File: src/hw/rtl/irafp_pkg.sv
// Package for the IMU rate/angle frame parser.
// Holds the deframer phase type, the result item type, register indexes and scaling helpers.
// No dependencies.
package irafp_pkg;

    localparam int PAYLOAD_BYTES = 6;
    localparam int FILL_W        = $clog2(PAYLOAD_BYTES + 1);
    localparam int QUEUE_DEPTH   = 4;
    localparam int QPTR_W        = $clog2(QUEUE_DEPTH);
    localparam int QCNT_W        = $clog2(QUEUE_DEPTH + 1);

    localparam logic [1:0] CFG_HEADER     = 2'd0;
    localparam logic [1:0] CFG_RATE_TYPE  = 2'd1;
    localparam logic [1:0] CFG_ANGLE_TYPE = 2'd2;

    localparam logic [7:0] HEADER_RESET     = 8'd85;
    localparam logic [7:0] RATE_TYPE_RESET  = 8'd82;
    localparam logic [7:0] ANGLE_TYPE_RESET = 8'd83;

    localparam logic KIND_RATE  = 1'b0;
    localparam logic KIND_ANGLE = 1'b1;

    typedef enum logic [1:0] {
        PH_HEADER = 2'd0,
        PH_TYPE   = 2'd1,
        PH_DATA   = 2'd2
    } phase_t;

    // Three little-endian signed words of a finished frame
    typedef struct packed {
        logic               done;
        logic signed [15:0] raw_first;
        logic signed [15:0] raw_second;
        logic signed [15:0] raw_third;
    } frame_t;

    typedef struct packed {
        logic               frame_kind;
        logic signed [22:0] axis_first;
        logic signed [22:0] axis_second;
        logic signed [22:0] axis_third;
        logic signed [21:0] start_yaw;
        logic               last_of_run;
    } result_t;

    // raw * 125, 11 fraction bits
    function automatic logic signed [22:0] scale_rate(input logic signed [15:0] raw);
        logic signed [22:0] w;
        w = 23'(raw);
        return w * 23'sd125;
    endfunction

    // raw * 45, 13 fraction bits
    function automatic logic signed [21:0] scale_angle(input logic signed [15:0] raw);
        logic signed [21:0] w;
        w = 22'(raw);
        return w * 22'sd45;
    endfunction

endpackage

File: src/hw/rtl/irafp_channels.sv
// Valid/ready channel interfaces of the IMU rate/angle frame parser.
// No dependencies.
interface irafp_byte_if;
    logic       valid;
    logic       ready;
    logic [7:0] rx_byte;

    modport source (output valid, output rx_byte, input ready);
    modport sink   (input valid, input rx_byte, output ready);
endinterface

interface irafp_result_if;
    logic               valid;
    logic               ready;
    logic               frame_kind;
    logic signed [22:0] axis_first;
    logic signed [22:0] axis_second;
    logic signed [22:0] axis_third;
    logic signed [21:0] start_yaw;
    logic               last_of_run;

    modport source (output valid, output frame_kind, output axis_first, output axis_second,
                    output axis_third, output start_yaw, output last_of_run, input ready);
    modport sink   (input valid, input frame_kind, input axis_first, input axis_second,
                    input axis_third, input start_yaw, input last_of_run, output ready);
endinterface

File: src/hw/rtl/irafp_deframer.sv
// One deframer: header byte, type byte, then six payload bytes.
// Depends on irafp_pkg for phase_t and frame_t.
module irafp_deframer
    import irafp_pkg::*;
(
    input  logic         clk,
    input  logic         rst_n,
    input  logic         take,
    input  logic [7:0]   rx_byte,
    input  logic [7:0]   header_byte,
    input  logic [7:0]   type_byte,
    output frame_t       frame
);

    phase_t              phase_reg, phase_next;
    logic [FILL_W-1:0]   fill_reg, fill_next;
    logic [7:0]          bytes_reg [PAYLOAD_BYTES];
    logic                store;

    // next state
    always_comb
    begin
        phase_next = phase_reg;
        fill_next  = fill_reg;
        store      = 1'b0;
        case (phase_reg)
            PH_TYPE:
            begin
                if (rx_byte == type_byte)
                begin
                    phase_next = PH_DATA;
                    fill_next  = '0;
                end
                else
                begin
                    phase_next = PH_HEADER;
                end
            end
            PH_DATA:
            begin
                if (fill_reg < FILL_W'(PAYLOAD_BYTES))
                begin
                    store     = 1'b1;
                    fill_next = fill_reg + 1'b1;
                end
                if (fill_next >= FILL_W'(PAYLOAD_BYTES))
                    phase_next = PH_HEADER;
            end
            default:
            begin
                // unused code counts as waiting for a header
                phase_next = (rx_byte == header_byte) ? PH_TYPE : PH_HEADER;
            end
        endcase
    end

    // outputs: the last payload byte is the one arriving now
    always_comb
    begin
        frame.done       = take && (phase_reg == PH_DATA)
                           && (fill_reg == FILL_W'(PAYLOAD_BYTES - 1));
        frame.raw_first  = {bytes_reg[1], bytes_reg[0]};
        frame.raw_second = {bytes_reg[3], bytes_reg[2]};
        frame.raw_third  = {rx_byte, bytes_reg[4]};
    end

    always_ff @(posedge clk or negedge rst_n)
    begin
        if (!rst_n)
        begin
            phase_reg <= PH_HEADER;
            fill_reg  <= '0;
        end
        else if (take)
        begin
            phase_reg <= phase_next;
            fill_reg  <= fill_next;
        end
    end

    always_ff @(posedge clk)
    begin
        if (take && store)
            bytes_reg[fill_reg] <= rx_byte;
    end

endmodule

File: src/hw/rtl/imu_rate_angle_frame_parser.sv
// IMU rate/angle frame parser: two deframers on one byte stream feeding a result queue.
// A result is written to the queue when the byte that completes its frame is accepted.
// Throughput: one byte per cycle; results drain one per cycle from a four-entry queue, and
// ready is low while fewer than two queue slots are free (a byte may cause two results).
// Reset: both deframers wait for a header, start yaw uncaptured, queue empty,
// registers 85/82/83.
module imu_rate_angle_frame_parser
    import irafp_pkg::*;
(
    input  logic         clk,
    input  logic         rst_n,
    input  logic         cfg_we,
    input  logic [1:0]   cfg_index,
    input  logic [7:0]   cfg_data,
    irafp_byte_if.sink   rx,
    irafp_result_if.source res
);

    logic [7:0]          header_reg, rate_type_reg, angle_type_reg;
    logic [15:0]         yaw_raw_reg, yaw_raw_next;
    result_t             queue_reg [QUEUE_DEPTH];
    logic [QPTR_W-1:0]   wr_ptr_reg, rd_ptr_reg;
    logic [QCNT_W-1:0]   count_reg, count_next;
    logic                take, pop;
    frame_t              rate_frame, angle_frame;
    result_t             rate_res, angle_res, entry0, entry1;
    logic                push0, push1;
    logic signed [21:0]  start_yaw;

    assign rx.ready = (count_reg <= QCNT_W'(QUEUE_DEPTH - 2));
    assign take     = rx.valid && rx.ready;
    assign pop      = res.valid && res.ready;

    always_ff @(posedge clk or negedge rst_n)
    begin
        if (!rst_n)
        begin
            header_reg     <= HEADER_RESET;
            rate_type_reg  <= RATE_TYPE_RESET;
            angle_type_reg <= ANGLE_TYPE_RESET;
        end
        else if (cfg_we)
        begin
            case (cfg_index)
                CFG_HEADER:     header_reg     <= cfg_data;
                CFG_RATE_TYPE:  rate_type_reg  <= cfg_data;
                CFG_ANGLE_TYPE: angle_type_reg <= cfg_data;
                default:        ;
            endcase
        end
    end

    irafp_deframer u_rate (
        .clk         (clk),
        .rst_n       (rst_n),
        .take        (take),
        .rx_byte     (rx.rx_byte),
        .header_byte (header_reg),
        .type_byte   (rate_type_reg),
        .frame       (rate_frame)
    );

    irafp_deframer u_angle (
        .clk         (clk),
        .rst_n       (rst_n),
        .take        (take),
        .rx_byte     (rx.rx_byte),
        .header_byte (header_reg),
        .type_byte   (angle_type_reg),
        .frame       (angle_frame)
    );

    // latch the first nonzero yaw; a zero latch means not captured yet
    always_comb
    begin
        yaw_raw_next = yaw_raw_reg;
        if (angle_frame.done && (yaw_raw_reg == 16'd0))
            yaw_raw_next = angle_frame.raw_third;
    end

    assign start_yaw = scale_angle(yaw_raw_next);

    always_comb
    begin
        rate_res.frame_kind   = KIND_RATE;
        rate_res.axis_first   = scale_rate(rate_frame.raw_first);
        rate_res.axis_second  = scale_rate(rate_frame.raw_second);
        rate_res.axis_third   = scale_rate(rate_frame.raw_third);
        rate_res.start_yaw    = start_yaw;
        rate_res.last_of_run  = !angle_frame.done;

        angle_res.frame_kind  = KIND_ANGLE;
        angle_res.axis_first  = 23'(scale_angle(angle_frame.raw_first));
        angle_res.axis_second = 23'(scale_angle(angle_frame.raw_second));
        angle_res.axis_third  = 23'(scale_angle(angle_frame.raw_third));
        angle_res.start_yaw   = start_yaw;
        angle_res.last_of_run = 1'b1;

        // rate result goes first when both frames end on this byte
        push0  = rate_frame.done || angle_frame.done;
        push1  = rate_frame.done && angle_frame.done;
        entry0 = rate_frame.done ? rate_res : angle_res;
        entry1 = angle_res;

        count_next = count_reg + QCNT_W'(push0) + QCNT_W'(push1) - QCNT_W'(pop);
    end

    always_ff @(posedge clk or negedge rst_n)
    begin
        if (!rst_n)
        begin
            yaw_raw_reg <= '0;
            wr_ptr_reg  <= '0;
            rd_ptr_reg  <= '0;
            count_reg   <= '0;
        end
        else
        begin
            yaw_raw_reg <= yaw_raw_next;
            wr_ptr_reg  <= wr_ptr_reg + QPTR_W'(push0) + QPTR_W'(push1);
            rd_ptr_reg  <= rd_ptr_reg + QPTR_W'(pop);
            count_reg   <= count_next;
        end
    end

    always_ff @(posedge clk)
    begin
        if (push0)
            queue_reg[wr_ptr_reg] <= entry0;
        if (push1)
            queue_reg[wr_ptr_reg + 1'b1] <= entry1;
    end

    assign res.valid       = (count_reg != '0);
    assign res.frame_kind  = queue_reg[rd_ptr_reg].frame_kind;
    assign res.axis_first  = queue_reg[rd_ptr_reg].axis_first;
    assign res.axis_second = queue_reg[rd_ptr_reg].axis_second;
    assign res.axis_third  = queue_reg[rd_ptr_reg].axis_third;
    assign res.start_yaw   = queue_reg[rd_ptr_reg].start_yaw;
    assign res.last_of_run = queue_reg[rd_ptr_reg].last_of_run;

endmodule
File: src/flat_wrapper.sv
// flat-port wrapper written by rule: the top's interface ports become plain ports
module imu_rate_angle_frame_parser_flat import irafp_pkg::*;
  (clk, rst_n, cfg_we, cfg_index, cfg_data, rx_valid, rx_rx_byte, rx_ready, res_valid, res_frame_kind, res_axis_first, res_axis_second, res_axis_third, res_start_yaw, res_last_of_run, res_ready);
  irafp_byte_if rx_i ();
  irafp_result_if res_i ();
  input  logic clk;
  input  logic rst_n;
  input  logic cfg_we;
  input  logic [1:0] cfg_index;
  input  logic [7:0] cfg_data;
  input wire logic [$bits(rx_i.valid)-1:0] rx_valid;
  input wire logic [$bits(rx_i.rx_byte)-1:0] rx_rx_byte;
  output wire logic [$bits(rx_i.ready)-1:0] rx_ready;
  output wire logic [$bits(res_i.valid)-1:0] res_valid;
  output wire logic [$bits(res_i.frame_kind)-1:0] res_frame_kind;
  output wire logic [$bits(res_i.axis_first)-1:0] res_axis_first;
  output wire logic [$bits(res_i.axis_second)-1:0] res_axis_second;
  output wire logic [$bits(res_i.axis_third)-1:0] res_axis_third;
  output wire logic [$bits(res_i.start_yaw)-1:0] res_start_yaw;
  output wire logic [$bits(res_i.last_of_run)-1:0] res_last_of_run;
  input wire logic [$bits(res_i.ready)-1:0] res_ready;
  assign rx_i.valid = rx_valid;
  assign rx_i.rx_byte = rx_rx_byte;
  assign rx_ready = rx_i.ready;
  assign res_valid = res_i.valid;
  assign res_frame_kind = res_i.frame_kind;
  assign res_axis_first = res_i.axis_first;
  assign res_axis_second = res_i.axis_second;
  assign res_axis_third = res_i.axis_third;
  assign res_start_yaw = res_i.start_yaw;
  assign res_last_of_run = res_i.last_of_run;
  assign res_i.ready = res_ready;
  imu_rate_angle_frame_parser u_core (.clk(clk), .rst_n(rst_n), .cfg_we(cfg_we), .cfg_index(cfg_index), .cfg_data(cfg_data), .rx(rx_i), .res(res_i));
endmodule
File: config.mk
export PLATFORM = sky130hd
export DESIGN_NAME = imu_rate_angle_frame_parser_flat
export DESIGN_NICKNAME = d
export VERILOG_FILES = /design/src/hw/rtl/irafp_pkg.sv /design/src/hw/rtl/irafp_channels.sv /design/src/hw/rtl/irafp_deframer.sv /design/src/hw/rtl/imu_rate_angle_frame_parser.sv /design/src/flat_wrapper.sv
export SDC_FILE = /design/constraint.sdc
export NUM_CORES = 2
export LEC_CHECK = 0
export BUFFER_PORTS_ARGS = -buffer_cell sky130_fd_sc_hd__buf_2
export CAP_MARGIN = 25
export CORE_ASPECT_RATIO = 0.75
export CORE_MARGIN = 5
export CORE_UTILIZATION = 45
export DETAILED_ROUTE_END_ITERATION = 6
export SETUP_SLACK_MARGIN = 0.2
export SLEW_MARGIN = 20
export SYNTH_ARGS = -nofsm -noshare
export SYNTH_HDL_FRONTEND = slang
export SYNTH_SLANG_ARGS = --single-unit
File: constraint.sdc
create_clock -name clk -period 7.2 [get_ports clk]
set_clock_uncertainty 0.2 [all_clocks]
set_input_delay 0.36 -clock clk [delete_from_list [all_inputs] [get_ports clk]]
set_output_delay 0.36 -clock clk [all_outputs]
set_load 0.1 [all_outputs]
After elaboration in Yosys (flattened, before gate mapping)
Memory sizes are Yosys's and may differ from the RTL's.
Cells that the tools add are included.
{"block": "totals", "regBits": 57, "ramBits": 468, "inputBits": 23, "out_inout_bits": 95, "elab_cells": 103, "mem_count": 3}
{"block": "op_classes", "addsub": 9, "mul": 7, "magnitude_cmp": 5, "eq_ne": 15, "mux": 29, "reduce_logical": 24}
{"name": "u_core.queue_reg", "words": 4, "width": 93, "rd": 1, "rd_clocked_by_memory_dff": 0, "wr": 2, "line_no": "imu_rate_angle_frame_parser.sv:21", "text": "result_t queue_reg [QUEUE_DEPTH];"}
{"name": "u_core.u_angle.bytes_reg", "words": 6, "width": 8, "rd": 5, "rd_clocked_by_memory_dff": 0, "wr": 1, "line_no": "irafp_deframer.sv:17", "text": "logic [7:0] bytes_reg [PAYLOAD_BYTES];"}
{"name": "u_core.u_rate.bytes_reg", "words": 6, "width": 8, "rd": 5, "rd_clocked_by_memory_dff": 0, "wr": 1, "line_no": "irafp_deframer.sv:17"}
{"cell": "93-bit 2-to-1 mux", "n": 1}
{"cell": "16-bit by 7-bit multiplier with 22-bit output, second input constant", "n": 4}
{"cell": "16-bit by 8-bit multiplier with 23-bit output, second input constant", "n": 3}
{"cell": "8-bit == test", "n": 3}
{"cell": "3-bit 2-to-1 mux", "n": 6}
{"cell": "16-bit zero test", "n": 1}
{"cell": "16-bit 2-to-1 mux", "n": 1}
{"cell": "1-bit 2-to-1 mux", "n": 13}
{"cell": "3-bit case mux with 2 select lines", "n": 2}
{"cell": "1-bit logical AND", "n": 10}
{"cell": "2-bit AND reduction", "n": 5}
{"cell": "2-bit 2-to-1 mux", "n": 4}
{"cell": "2-bit != test, second input constant", "n": 4}
{"cell": "2-bit case mux with 2 select lines", "n": 2}
{"cell": "2-bit by 1-bit adder with 2-bit output", "n": 3}
{"cell": "3-bit by 1-bit adder with 3-bit output", "n": 2}
{"cell": "3-bit by 1-bit adder with 3-bit output, second input constant", "n": 2}
{"cell": "2-bit by 1-bit == test with 1-bit output, second input constant", "n": 3}
{"cell": "2-bit == test, second input constant", "n": 3}
{"cell": "3-bit == test, second input constant", "n": 2}
{"cell": "3-bit greater-or-equal comparator, second input constant", "n": 2}
{"cell": "3-bit less-than comparator, second input constant", "n": 2}
{"cell": "3-bit AND reduction", "n": 2}
{"cell": "2-bit nonzero test", "n": 2}
{"cell": "7 further kinds", "n": 7}

Longest topological paths before layout
{"block": "logic_depth", "ltp_word": 8, "depth_mapped": 30, "depth_no_buf": 25}

Cells and area by module
A second synthesis with hierarchy kept.
{"block": "hier_totals", "cells_unflattened": 3465, "area_unflattened_um2": 39778.2}
{"mod": "imu_rate_angle_frame_parser", "instances": 1, "cells_each": 3229, "area_each_um2": 36107.1, "seq_area_each_um2": 12280.5}
{"mod": "irafp_deframer", "instances": 2, "cells_each": 118, "area_each_um2": 1835.5, "seq_area_each_um2": 1326.3}

Least setup slack after synthesis
No wires, ideal clock.
{"block": "synth_timing", "path_kind": "register to register", "from": "register u_core.count_reg[1]", "to": "memory u_core.queue_reg[0][22] (netlist name) (data pin)", "setup_time_ns": 0.266, "arrival_time_ns": 6.053, "t_required_ns": 6.734, "setup_slack_ns": 0.681, "path_stages_with_launch": 29, "path_buffers": 4, "synth_period_minus_slack_ns": 6.519, "cell_sequence": "dfrtp_1 inv_1 ha_1 or2_1 and2_1 buf_6 and3_4 buf_6 clkinv_4 nor2_2 buf_2 buf_1 a21oi_1 inv_1 ha_1 ha_1 fa_1 inv_1 fa_1 inv_1 ha_1 a21o_1 a21oi_1 o21a_1 a31o_2 a31oi_1 nor4b_1 a311oi_2 nor2_1"}
{"element": "start, declared", "line_no": "imu_rate_angle_frame_parser.sv:23", "text": "logic [QCNT_W-1:0] count_reg, count_next;"}
{"element": "start signal, assigned", "line_no": "imu_rate_angle_frame_parser.sv:122", "text": "count_reg <= count_next;"}
{"element": "end, declared", "line_no": "imu_rate_angle_frame_parser.sv:21"}

==> results.ini <==
[timing]
setup_viol=0
fin_crit_ps=6480
slew-limit-headroom_pct=39.1
grt_setup_unrepaired=no
hold_violations=0
drv_slew=0
finalSetupTns_ps=0
finalCritPeriodShare_pct=90.0
tightest_slew_ps=914
timing.fmax_ghz=0.154

[setup_path]
reg2reg_depth=24
crit_arrival_ps=6640
rrSetupSlack_ps=720
crit_path_start_kind=register
path_class=reg -> reg
endpoint_kind=register
cp.required_ps=7360
critPathMaxFanout=11
regToRegEndpoint=u_core.queue_reg[1][21]
r2r_start=u_core.count_reg[1]

[cts]
cts_buffers=55
cts_tree=done
clockBufferDepth=3
clk_latency_ps=640
ctsResizeCount=0
cts_root_buffer=clkbuf_16
h-tree-depth=2
path_clk_slew_ps=60
cts_sinks=509

[synthesis]
synth_cell_types=81
synth_nets=4012
synth_most_common_cell=inv_1
synth_area_sq_mm=0.0385
synth.top_cells.by_count=inv_1 (596), edfxtp_1 (444), ha_1 (390)
ys_ff_latch=509
yosys-top-cells-area=edfxtp_1 (35%), fa_1 (15%), ha_1 (13%), inv_1 (5.8%), mux4_2 (5.4%)
yosys_warnings=0
synthesis.instances=3311
yosys.area.top_type=edfxtp_1
synth_ff_type=edfxtp_1
ys_async_sr_fraction_pct=11.2
syn_area_per_cell_sq_um=11.6
synth_enable_flop_cells=444
seq_area_frac_synth_pct=38.8
synth_top_area_share_pct=34.6

[layout]
final_net_count=4142
areaGrowthSynthToFinish_pct=10.3
largest_reg_flops=372
stdcell_area_sq_mm=0.0425
antenna_cells=0
drive_above_1_share_pct=12.2

[placed_design]
dpl.hpwl_microns=73900
port_buffers=117
routabilityCongestion=0.881
placed_area_sq_mm=0.0407

[detailed_routing]
dr.first_iter.drc_count=2459
drt_first_pass_iters=6
wl_per_cell_microns=22.4
vias_per_cell=5.61
via_count=26000
ant_nets=0
wl_microns=104000
drc=0

[min_path]
min-delay-start=rx_rx_byte[6]
hold_depth=1
holdPathEnd=u_core.u_angle.bytes_reg[3][6]
hold_class=in -> reg

[global_routing]
grt_pass1_vias=25600
grt_pass1_wl_microns=159000
grt_max_degree=73
antenna_found_initial=10
gr-total-overflow=0
grt_use_total_pct=22.6

[power]
powerDensity_mw_per_mm2=254
ir_drop_uv=415
cellLeakagePower_nw=17.8
totalPowerFinal_mw=10.8

[floorplanning]
dieArea_sq_mm=0.0917
die_y_microns=263
core_sq_mm=0.0854
num_io_pins=118
rows=93
dieWidth_microns=348
start_util_pct=45.1

[outcome]
status=completed

[run]
max-cap-violations=0

## cell type report
class,count,area [sq um]
fillers,7620,42900
inverters,599,2260
clock buffers,63,1410
multi-input cells,2092,21000
well taps,1140,1430
repair buffers,184,1170
flip-flops and latches,509,14900
clock inverters,36,318
## worst max-delay path: stages (launching register included)
cell      delay (ps)
dfrtp_1          380
inv_1            100
ha_1             150
or2_1            120
and2_1           190
and3_4           280
clkinv_4         110
nor2_2           440
buf_4            270
a21oi_1          170
inv_1            160
ha_1             260
ha_1             290
fa_1             480
inv_1             50
fa_1             470
inv_1             40
ha_1             170
nor2_1           250
a21boi_0         340
o21ai_0          190
a41oi_1          460
o21ai_0          200
xnor2_1          330
nor2_1            90
## placed cells by master, fill, tap and decap left out, drive strengths merged, types with 30 or more instances in the layout
cell	netlist	layout
mux4	93	93
ha	390	390
a21oi	109	109
nor2	198	198
nand2	110	110
fa	288	288
o22ai	189	189
buf	26	174
inv	598	602
xnor2	71	71
clkbuf	85	63
nand3	30	30
o21ai	112	112
dfrtp	46	46
a21o	49	49
a22o	51	51
xor2	83	83
edfxtp	444	444
## where the power goes
group	leakage, nW	switching [mW]	total (mW)	internal, mW
clock network	0.853	1.23	2.81	1.58
registers	4.42	0.134	3.36	3.22
logic	12.5	3.50	4.64	1.14
## per-stage QoR
step / hold slack (ps) / std cells / setup slack [ps] / util, %
detailed placement: 248 / 4514 / 831 / 47.6
global route: 50.7 / 4623 / 259 / 49.8
global placement: 246 / 4512 / 891 / 47.6
floorplan: -136 / 3311 / 681 / -
finish: 68.4 / 4623 / 718 / 49.8
CTS: 33.3 / 4623 / 782 / 49.8
## cell families after synthesis
family          Yosys count  share of synthesized area, %
mux                     124                          6.33
fa+ha+maj               678                          27.6
flops                   509                          38.7
compound gates          648                          10.9
simple gates            487                          5.84
xor+xnor                155                          3.56
buf+inv                 710                          6.98
## worst max path at each step
stage          cells after the start           startpoint                      end
2_1_floorplan                     28  u_core.count_reg[1]  u_core.queue_reg[0][22]
3_3_place_gp                      23  u_core.count_reg[0]  u_core.queue_reg[1][21]
3_5_place_dp                      24  u_core.count_reg[1]  u_core.queue_reg[1][21]
4_1_cts                           24  u_core.count_reg[1]  u_core.queue_reg[1][21]
5_1_grt                           24  u_core.count_reg[1]  u_core.queue_reg[1][21]
6_report                          24  u_core.count_reg[1]  u_core.queue_reg[1][21]
## repair_timing
item,4_1_cts,5_1_grt
endpoints found under the hold margin,71,0
hold buffers,10,0
buffers inserted,0,0
## routing by layer
| layer | vias up | global-route usage [%] | share of wire (%) |
|---|---|---|---|
| met5 | - | 0 | 0.0068 |
| met4 | 2 | 4.16 | 1.7 |
| met3 | 121 | 4.81 | 9.2 |
| met2 | 995 | 32.6 | 41 |
| met1 | 12900 | 35.4 | 48 |
| li1 | 11900 | - | - |
Power figures use the tool's default switching activity.
